### config.mk
export PLATFORM = sky130hd
export DESIGN_NAME = pls_seq
export DESIGN_NICKNAME = d
export VERILOG_FILES = /design/src/hw/rtl/pls_pkg.sv /design/src/hw/rtl/pls_seq.sv
export SDC_FILE = /design/constraint.sdc
export NUM_CORES = 1
export LEC_CHECK = 0
export ABC_CLOCK_PERIOD_IN_PS = 4300
export BUFFER_PORTS_ARGS = -buffer_cell sky130_fd_sc_hd__buf_2
export CAP_MARGIN = 20
export CORE_UTILIZATION = 55
export DETAILED_ROUTE_END_ITERATION = 8
export PLACE_DENSITY = 0.88
export SYNTH_ARGS = -nofsm -noshare
export SYNTH_HDL_FRONTEND = slang
export SYNTH_SLANG_ARGS = --single-unit
### constraint.sdc
create_clock -name i_clk -period 4.3 [get_ports i_clk]
set_clock_uncertainty 0.05 [all_clocks]
set_input_delay 0.86 -clock i_clk [delete_from_list [all_inputs] [get_ports i_clk]]
set_output_delay 0.86 -clock i_clk [all_outputs]
set_load 0.01 [all_outputs]
### src/hw/rtl/pls_pkg.sv
// Package for the positional list store: sizes, command codes and the
// memory request structure shared by the sequencer and the item RAM.
// No dependencies.
package pls_pkg;

    // List capacity and derived widths
    localparam int CAPACITY = 256;
    localparam int ADDR_W   = $clog2(CAPACITY);
    localparam int CNT_W    = $clog2(CAPACITY + 1);

    // Fixed field widths of the word interface
    localparam int CMD_W  = 3;
    localparam int POS_W  = 9;
    localparam int DATA_W = 32;
    localparam int IDX_W  = 10;

    // Command codes
    localparam logic [CMD_W-1:0] CMD_INSERT_AT     = 3'd0;
    localparam logic [CMD_W-1:0] CMD_INSERT_SORTED = 3'd1;
    localparam logic [CMD_W-1:0] CMD_ERASE_AT      = 3'd2;
    localparam logic [CMD_W-1:0] CMD_REMOVE_ALL    = 3'd3;
    localparam logic [CMD_W-1:0] CMD_GET           = 3'd4;
    localparam logic [CMD_W-1:0] CMD_SET           = 3'd5;
    localparam logic [CMD_W-1:0] CMD_FIND          = 3'd6;

    // Index result meaning "none" / "list full"
    localparam logic [IDX_W-1:0] IDX_NONE = '1;

    typedef logic [ADDR_W-1:0] t_addr;
    typedef logic [CNT_W-1:0]  t_cnt;
    typedef logic [DATA_W-1:0] t_data;

    // One write port and one read port per cycle
    typedef struct packed {
        logic  we;
        t_addr waddr;
        t_data wdata;
        logic  re;
        t_addr raddr;
    } t_ram_req;

endpackage

### src/hw/rtl/pls_seq.sv
// Command sequencer for the positional list store: walks the item RAM one
// entry per cycle through a single compare unit, shifts and compacts entries,
// and holds the result word register. Depends on pls_pkg.
module pls_seq (
    input  logic                        i_clk,
    input  logic                        i_rst_n,
    input  logic                        i_in_valid,
    output logic                        o_in_ready,
    input  logic [pls_pkg::CMD_W-1:0]   i_command,
    input  logic [pls_pkg::POS_W-1:0]   i_position,
    input  logic signed [pls_pkg::DATA_W-1:0] i_item_value,
    output logic                        o_out_valid,
    input  logic                        i_out_ready,
    output logic                        o_ok,
    output logic signed [pls_pkg::IDX_W-1:0]  o_index_result,
    output logic signed [pls_pkg::DATA_W-1:0] o_read_value,
    output logic [pls_pkg::CNT_W-1:0]   o_item_count,
    output logic                        o_is_empty,
    output pls_pkg::t_ram_req           o_ram_req,
    input  pls_pkg::t_data              i_ram_rdata
);

    // Sequencer states
    localparam logic [2:0] S_IDLE = 3'd0;
    localparam logic [2:0] S_SCAN = 3'd1;
    localparam logic [2:0] S_UP   = 3'd2;
    localparam logic [2:0] S_DN   = 3'd3;
    localparam logic [2:0] S_REM  = 3'd4;
    localparam logic [2:0] S_FIND = 3'd5;
    localparam logic [2:0] S_GET  = 3'd6;

    localparam pls_pkg::t_cnt CAP = pls_pkg::CNT_W'(pls_pkg::CAPACITY);

    logic [2:0]                  r_state, n_state;
    pls_pkg::t_cnt               r_count, n_count;
    pls_pkg::t_cnt               r_ptr, n_ptr;
    pls_pkg::t_cnt               r_pos, n_pos;
    pls_pkg::t_cnt               r_j, n_j;
    logic [pls_pkg::IDX_W-1:0]   r_idx, n_idx;
    logic                        r_sorted, n_sorted;
    logic                        r_pend, n_pend;
    pls_pkg::t_addr              r_pend_addr, n_pend_addr;
    pls_pkg::t_data              r_val, n_val;

    logic                        r_out_valid, n_out_valid;
    logic                        r_out_ok, n_out_ok;
    logic [pls_pkg::IDX_W-1:0]   r_out_idx, n_out_idx;
    pls_pkg::t_data              r_out_rd, n_out_rd;
    pls_pkg::t_cnt               r_out_cnt, n_out_cnt;

    logic                        out_free;
    logic                        fin;
    logic                        f_ok;
    logic [pls_pkg::IDX_W-1:0]   f_idx;
    pls_pkg::t_data              f_rd;
    pls_pkg::t_cnt               f_cnt;
    logic                        cmp_eq, cmp_gt;
    pls_pkg::t_cnt               pos_cnt;
    pls_pkg::t_ram_req           ram_req;

    // Shared compare unit against the item of the current command
    assign cmp_eq  = (i_ram_rdata == r_val);
    assign cmp_gt  = ($signed(r_val) > $signed(i_ram_rdata));
    assign pos_cnt = pls_pkg::CNT_W'(i_position);

    assign out_free   = !r_out_valid || i_out_ready;
    assign o_in_ready = (r_state == S_IDLE) && out_free;

    // Next-state logic
    always_comb begin
        n_state     = r_state;
        n_count     = r_count;
        n_ptr       = r_ptr;
        n_pos       = r_pos;
        n_j         = r_j;
        n_idx       = r_idx;
        n_sorted    = r_sorted;
        n_pend      = r_pend;
        n_pend_addr = r_pend_addr;
        n_val       = r_val;
        n_out_valid = r_out_valid;
        n_out_ok    = r_out_ok;
        n_out_idx   = r_out_idx;
        n_out_rd    = r_out_rd;
        n_out_cnt   = r_out_cnt;
        ram_req     = '0;
        fin         = 1'b0;
        f_ok        = 1'b0;
        f_idx       = '0;
        f_rd        = '0;
        f_cnt       = r_count;

        if (r_out_valid && i_out_ready) begin
            n_out_valid = 1'b0;
        end

        unique case (r_state)
            S_IDLE: begin
                if (i_in_valid && out_free) begin
                    n_val    = pls_pkg::t_data'(i_item_value);
                    n_pend   = 1'b0;
                    n_sorted = 1'b0;
                    unique case (i_command)
                        pls_pkg::CMD_INSERT_AT: begin
                            if (r_count < CAP && pos_cnt <= r_count) begin
                                n_pos   = pos_cnt;
                                n_ptr   = r_count;
                                n_state = S_UP;
                            end else begin
                                fin = 1'b1;
                            end
                        end
                        pls_pkg::CMD_INSERT_SORTED: begin
                            if (r_count >= CAP) begin
                                fin   = 1'b1;
                                f_idx = pls_pkg::IDX_NONE;
                            end else begin
                                n_sorted = 1'b1;
                                n_ptr    = '0;
                                n_state  = S_SCAN;
                            end
                        end
                        pls_pkg::CMD_ERASE_AT: begin
                            if (pos_cnt < r_count) begin
                                n_ptr   = pos_cnt + 1'b1;
                                n_state = S_DN;
                            end else begin
                                fin = 1'b1;
                            end
                        end
                        pls_pkg::CMD_REMOVE_ALL: begin
                            n_ptr   = '0;
                            n_j     = '0;
                            n_state = S_REM;
                        end
                        pls_pkg::CMD_GET: begin
                            if (pos_cnt < r_count) begin
                                ram_req.re    = 1'b1;
                                ram_req.raddr = pls_pkg::ADDR_W'(i_position);
                                n_state       = S_GET;
                            end else begin
                                fin = 1'b1;
                            end
                        end
                        pls_pkg::CMD_SET: begin
                            fin = 1'b1;
                            if (pos_cnt < r_count) begin
                                ram_req.we    = 1'b1;
                                ram_req.waddr = pls_pkg::ADDR_W'(i_position);
                                ram_req.wdata = pls_pkg::t_data'(i_item_value);
                                f_ok          = 1'b1;
                            end
                        end
                        pls_pkg::CMD_FIND: begin
                            n_ptr   = '0;
                            n_idx   = pls_pkg::IDX_NONE;
                            n_state = S_FIND;
                        end
                        default: begin
                            fin = 1'b1;
                        end
                    endcase
                end
            end

            // Sorted insert: find first entry not less than the value
            S_SCAN: begin
                if (r_pend && !cmp_gt) begin
                    n_pos   = pls_pkg::CNT_W'(r_pend_addr);
                    n_ptr   = r_count;
                    n_pend  = 1'b0;
                    n_state = S_UP;
                end else if (r_ptr < r_count) begin
                    ram_req.re    = 1'b1;
                    ram_req.raddr = pls_pkg::ADDR_W'(r_ptr);
                    n_ptr         = r_ptr + 1'b1;
                    n_pend        = 1'b1;
                    n_pend_addr   = pls_pkg::ADDR_W'(r_ptr);
                end else if (!r_pend) begin
                    n_pos   = r_count;
                    n_ptr   = r_count;
                    n_state = S_UP;
                end else begin
                    n_pend = 1'b0;
                end
            end

            // Shift entries [pos, count) up by one, top first, then place the item
            S_UP: begin
                if (r_pend) begin
                    ram_req.we    = 1'b1;
                    ram_req.waddr = r_pend_addr + 1'b1;
                    ram_req.wdata = i_ram_rdata;
                end
                if (r_ptr > r_pos) begin
                    ram_req.re    = 1'b1;
                    ram_req.raddr = pls_pkg::ADDR_W'(r_ptr - 1'b1);
                    n_ptr         = r_ptr - 1'b1;
                    n_pend        = 1'b1;
                    n_pend_addr   = pls_pkg::ADDR_W'(r_ptr - 1'b1);
                end else begin
                    n_pend = 1'b0;
                    if (!r_pend && out_free) begin
                        ram_req.we    = 1'b1;
                        ram_req.waddr = pls_pkg::ADDR_W'(r_pos);
                        ram_req.wdata = r_val;
                        fin           = 1'b1;
                        f_ok          = 1'b1;
                        f_idx         = r_sorted ? pls_pkg::IDX_W'(r_pos) : '0;
                        f_cnt         = r_count + 1'b1;
                    end
                end
            end

            // Shift entries above pos down by one, bottom first
            S_DN: begin
                if (r_pend) begin
                    ram_req.we    = 1'b1;
                    ram_req.waddr = r_pend_addr - 1'b1;
                    ram_req.wdata = i_ram_rdata;
                end
                if (r_ptr < r_count) begin
                    ram_req.re    = 1'b1;
                    ram_req.raddr = pls_pkg::ADDR_W'(r_ptr);
                    n_ptr         = r_ptr + 1'b1;
                    n_pend        = 1'b1;
                    n_pend_addr   = pls_pkg::ADDR_W'(r_ptr);
                end else begin
                    n_pend = 1'b0;
                    if (!r_pend && out_free) begin
                        fin   = 1'b1;
                        f_ok  = 1'b1;
                        f_cnt = r_count - 1'b1;
                    end
                end
            end

            // Compact: keep every entry that differs from the value
            S_REM: begin
                if (r_pend && !cmp_eq) begin
                    ram_req.we    = 1'b1;
                    ram_req.waddr = pls_pkg::ADDR_W'(r_j);
                    ram_req.wdata = i_ram_rdata;
                    n_j           = r_j + 1'b1;
                end
                if (r_ptr < r_count) begin
                    ram_req.re    = 1'b1;
                    ram_req.raddr = pls_pkg::ADDR_W'(r_ptr);
                    n_ptr         = r_ptr + 1'b1;
                    n_pend        = 1'b1;
                    n_pend_addr   = pls_pkg::ADDR_W'(r_ptr);
                end else begin
                    n_pend = 1'b0;
                    if (!r_pend && out_free) begin
                        fin   = 1'b1;
                        f_ok  = 1'b1;
                        f_idx = pls_pkg::IDX_W'(r_count - r_j);
                        f_cnt = r_j;
                    end
                end
            end

            // Find: remember the last matching position
            S_FIND: begin
                if (r_pend && cmp_eq) begin
                    n_idx = pls_pkg::IDX_W'(r_pend_addr);
                end
                if (r_ptr < r_count) begin
                    ram_req.re    = 1'b1;
                    ram_req.raddr = pls_pkg::ADDR_W'(r_ptr);
                    n_ptr         = r_ptr + 1'b1;
                    n_pend        = 1'b1;
                    n_pend_addr   = pls_pkg::ADDR_W'(r_ptr);
                end else begin
                    n_pend = 1'b0;
                    if (!r_pend && out_free) begin
                        fin   = 1'b1;
                        f_ok  = 1'b1;
                        f_idx = r_idx;
                    end
                end
            end

            // Get: read data is held by the RAM until the result slot frees
            S_GET: begin
                if (out_free) begin
                    fin  = 1'b1;
                    f_ok = 1'b1;
                    f_rd = i_ram_rdata;
                end
            end

            default: begin
                n_state = S_IDLE;
            end
        endcase

        // Load the result word
        if (fin) begin
            n_state     = S_IDLE;
            n_count     = f_cnt;
            n_out_valid = 1'b1;
            n_out_ok    = f_ok;
            n_out_idx   = f_idx;
            n_out_rd    = f_rd;
            n_out_cnt   = f_cnt;
        end
    end

    // Control registers
    always_ff @(posedge i_clk) begin
        if (!i_rst_n) begin
            r_state     <= S_IDLE;
            r_count     <= '0;
            r_pend      <= 1'b0;
            r_out_valid <= 1'b0;
        end else begin
            r_state     <= n_state;
            r_count     <= n_count;
            r_pend      <= n_pend;
            r_out_valid <= n_out_valid;
        end
    end

    // Datapath registers
    always_ff @(posedge i_clk) begin
        r_ptr       <= n_ptr;
        r_pos       <= n_pos;
        r_j         <= n_j;
        r_idx       <= n_idx;
        r_sorted    <= n_sorted;
        r_pend_addr <= n_pend_addr;
        r_val       <= n_val;
        r_out_ok    <= n_out_ok;
        r_out_idx   <= n_out_idx;
        r_out_rd    <= n_out_rd;
        r_out_cnt   <= n_out_cnt;
    end

    assign o_ram_req      = ram_req;
    assign o_out_valid    = r_out_valid;
    assign o_ok           = r_out_ok;
    assign o_index_result = $signed(r_out_idx);
    assign o_read_value   = $signed(r_out_rd);
    assign o_item_count   = r_out_cnt;
    assign o_is_empty     = (r_out_cnt == '0);

endmodule

After elaboration in Yosys (flattened, before gate mapping):

Cells that the tools add are included.

* input bits: 80
* word-level logic and storage cells: 195
* bits in registers: 144

* mux-type cells: 94
* reductions and logical operators: 36
* $add $sub $neg: 9
* equal/unequal tests: 32
* magnitude comparators: 7
* bitwise logic cells: 2

Operator list (count)
* 2-to-1 mux 41 bit: 7
* 2-to-1 mux 9 bit: 31
* one-hot mux 41 bit (4 select lines): 1
* one-hot mux 9 bit (4 select lines): 3
* 2-to-1 mux 10 bit: 10
* 2-to-1 mux 50 bit: 1
* one-hot mux 10 bit (4 select lines): 1
* adder 9 x 1 -> 9 bit, second input constant: 4
* one-hot mux 9 bit (2 select lines): 2
* == test 32 bit: 1
* greater-than comparator 32 bit: 1
* one-hot mux 9 bit (3 select lines): 1
* 2-to-1 mux 3 bit: 8
* 2-to-1 mux 8 bit: 3
* one-hot mux 8 bit (3 select lines): 1
* one-hot mux 10 bit (2 select lines): 1
* == test 3 bit, second input constant: 6
* < comparator 9 bit: 2
* 2-to-1 mux 1 bit: 18
* != test 3 bit, second input constant: 6
* one-hot mux 3 bit (6 select lines): 1
* AND reduction 9 bit: 2
* subtractor 9 x 1 -> 9 bit, second input constant: 2
* one-hot mux 1 bit (4 select lines): 4
* other kinds (31): 63

Longest topological paths before layout:

* depth after elaboration: 7
* mapped depth: 12
* depth with buffers taken out: 11

Worst setup path before layout:

OpenSTA, ideal clock, no wires.

* kind: input -> output
* start: input port i_ram_rdata[14]
* end: output port o_ram_req[11] (netlist name)
* stages on the path: 11
* buffers on the path: 2
* required time: 3.390 ns
* slack: 0.313 ns
* data arrival time: 3.077 ns
* cells stage by stage: inv_1 ha_1 nand4_1 or3_4 or4_4 buf_6 nand2_2 o21ai_1 clkbuf_1 a222oi_1 inv_1

RTL lines
* start: declaration: RTL line pls_seq.sv:20 `input pls_pkg::t_data i_ram_rdata`
* end: declaration: RTL line pls_seq.sv:19 `output pls_pkg::t_ram_req o_ram_req,`

==> metrics.yaml <==
run_status:
  status: "finished with violations"
  failed_checks: "DRC"
setup_path:
  r2r-end: "r_pend_addr[6]"
  cp_max_fo: 6
  slowest_delay_ps: 330
  r2r_slack_ps: 880
  cp_cell_sequence: "buf_2 > inv_1 > ha_1 > and4_2 > and2_1 > a22oi_2 > nand3_1 > o211ai_1 > buf_4 > a31oi_4 > buf_12 > a21oi_4 > o221ai_1 > buf_2"
  crit_top_cell: "buf_2"
  cp_slowest_cell: "ha_1"
  worstReg2RegStart: "r_val[13]"
  cp.arrival_ps: 3340
  crit_path_end_kind: "primary output"
  worstPathRequired_ps: 3390
  start_kind: "primary input"
  crit_type: "primary input to primary output"
  r2r_cells: 14
cts:
  clock_sinks: 143
  h-tree-depth: 4
  cts_buffers: 17
  root_buffer: "clkbuf_16"
  clock_latency_ps: 450
  clock_path_buffers: 2
  cts_tree: "yes"
  clk_pin_slew_ps: 60
timing:
  fmax_mhz: 235.3
  max_slew_margin_pct: 30.61
  hold_viol_final: 0
  finalCritPeriodShare_pct: 98.85
  drv_slew: 0
  rsz0062_at_grt: "false"
  tightest_slew_ps: 1033
  setup_viol: 0
  finalWorstPathRequiredPeriod_ps: 4251
synthesis:
  synthArstFlopShare_pct: 0
  ys.flop_type: "edfxtp_1"
  synth_top_area_share_pct: 37.48
  synth.cell_area_um2: 10340
  synth_edf_count: 129
  seq_area_frac_synth_pct: 40.19
  netlist_instances: 1139
  yosysTopAreaCell: "edfxtp_1"
  yosys-top-cells-area: "edfxtp_1, ha_1, inv_1, nand2_1, xnor2_1"
  synth_seq_cells: 143
  syn_avg_cell_area_um2: 9.075
  ys_types: 73
  synth_fp_nets: 1296
  yosys_warnings: 0
place:
  io_buffers: 184
  dpl.hpwl_um: 26110
  post_dp_cell_area_um2: 11830
  place.gp.congestion: 0.9929
route:
  wl_per_cell_um: 23.88
  routed_wl_um: 38060
  antenna_left: 0
  drt_iter0_markers: 1915
  drcViolationCount: 44
  viasPerCell: 6.945
  vias: 11070
  drt_pre_antenna_iters: 9
pwr:
  p_switching_w: 0.004025
  switching_share_pct: 46.52
  leakagePower_nw: 5.543
  sequentialPowerShare_pct: 29.6
  power.density_nw_per_um2: 681.9
  p_comb_share_pct: 53.5
  ir_drop_mv: 0.4242
  p_int_w: 0.004628
  power.clock.fraction_pct: 16.9
run:
  drv_cap: 0
global_routing:
  grt_pass1_vias: 10340
  track_usage_pct: 37.58
  grt-ovfl-total: 0
  grt_pass1_wl_um: 55950
  grt_max_degree: 69
  antenna_found_initial: 1
finish:
  final_common_cell: "buf_2"
  fillCellCount: 1350
  final_nets: 1508
  area_growth_pct: 22.78
  drive_above_1_share_pct: 24.85
  final_core_util_pct: 69.70
  layout_common_cells: "buf_2, edfxtp_1, inv_1"
  finalInstanceArea_um2: 12690
floorplanning:
  die_y_um: 139.1
  core_um2: 18210
  initial_utilization_pct: 56.76
  dieArea_um2: 19340
  core.rowCount: 49
  die_x_um: 139.1
  io_pins: 185
hold_path:
  worstHoldPathCells: 2
  hp-class: "flop to flop"
  hold_end: "o_index_result[2]"
  holdCritStartpoint: "r_idx[2]"
per-layer routing:
layer | global-route usage (%) | wire (µm) | share of wire [%] | vias to the layer above
li1 | - | - | - | 4715
met1 | 47.39 | 13360 | 35 | 5114
met2 | 58.56 | 17020 | 45 | 1006
met3 | 9.703 | 5150 | 14 | 236
met4 | 21.70 | 2532 | 6.7 | 0
met5 | 0 | 0 | 0 | -
Yosys cell counts, types with 5 or more instances:
library cell  instances
nor2b_1              11
or2_2                 8
a21o_1               10
nor2_1               67
and2_1                9
dfxtp_1              14
mux2i_1              12
a21oi_1              66
o22ai_1               8
clkbuf_1             58
nor4_1               40
a22oi_1              14
a221oi_1             17
nand2b_1             12
edfxtp_1            129
xor2_1               12
nand4_1              15
a222oi_1             32
nand3_1              41
nor3_1               34
and3_1               11
ha_1                 76
o211ai_1             10
inv_1               113
o21ai_0              66
a211o_1               5
a31oi_1              18
o311ai_0              5
xnor2_1              40
nand2_1             101
or3_1                 8
cells by family after synthesis:
kind of cell / count (synthesis) / synth area share, %
AO/OA/AOI/OAI: 298 / 19.79
XOR/XNOR: 52 / 4.406
adder cells (fa/ha/maj): 77 / 9.394
buffers and inverters: 180 / 6.730
flip-flops: 143 / 40.19
multiplexers: 12 / 1.162
AND/OR/NAND/NOR: 377 / 18.33
per-stage QoR:
step	total power, W	hold WS [ps]	cells	setup slack (ps)	setup TNS (ps)
final	0.008654	539.1	1594	49.37	0
after global routing	0.008989	550.8	1594	1.335	0
after CTS	0.008313	543.0	1585	6.437	0
after detailed placement	0.006805	532.8	1551	-285.6	-3118
after global placement	0.006706	518.4	1551	-220.0	-4382
after floorplan	0.005163	470.0	1139	312.7	0
registers in the layout (all words and copies together) (netlist names):
name and flops:
r_count 9, r_val 32, r_pend 1, o_out_valid 1, r_state 3, r_idx 9, o_index_result 10, r_j 9
o_read_value 32, r_ptr 9, o_item_count 9, r_pos 9, r_sorted 1, r_pend_addr 8, o_ok 1
how the worst max path moves through the flow:
| stage | startpoint | endpoint | slack, ps | cells past startpoint |
|---|---|---|---|---|
| global placement | i_ram_rdata[14] | o_ram_req[3] | -220 | 12 |
| CTS | i_ram_rdata[31] | o_ram_req[41] | 6 | 12 |
| finish | i_ram_rdata[27] | o_ram_req[7] | 50 | 14 |
| floorplan | i_ram_rdata[14] | o_ram_req[11] | 310 | 11 |
| detailed placement | i_ram_rdata[13] | o_ram_req[5] | -290 | 12 |
| global route | i_ram_rdata[13] | o_ram_req[12] | 1 | 12 |
critical path, delay by kind of cell:
kind            cells  cell delay [ps]
fa+ha+maj           1              330
simple gates        3              690
buf+inv             5              630
compound gates      5              830
layout make-up:
type | count | area [µm²] | area share [%]
inverters | 113 | 427.9 | 3.372
flip-flops and latches | 143 | 4159 | 32.77
clock buffers | 17 | 425.4 | 3.352
multi-input cells | 816 | 5697 | 44.89
clock inverters | 15 | 147.6 | 1.163
repair buffers | 260 | 1545 | 12.18
diodes | 1 | 2.502 | 0.01972
well taps | 229 | 286.5 | 2.258
timing repair:
| action | 4_1_cts | 5_1_grt |
|---|---|---|
| resized for setup | 11 | 25 |
| hold buffers | 0 | 0 |
| pin swaps | 3 | 16 |
| cloned | 0 | 0 |
| setup endpoints to repair | 49 | 50 |
| setup buffers | 2 | 8 |
power groups by stage:
stage          Combinational [W]  Sequential [W]  Clock, W
2_1_floorplan            0.00258         0.00258         0
3_3_place_gp             0.00418         0.00253         0
3_5_place_dp             0.00426         0.00254         0
4_1_cts                  0.00434         0.00252   0.00145
5_1_grt                  0.00489         0.00259   0.00151
6_report                 0.00463         0.00256   0.00146
(Power assumes the default switching activity.)
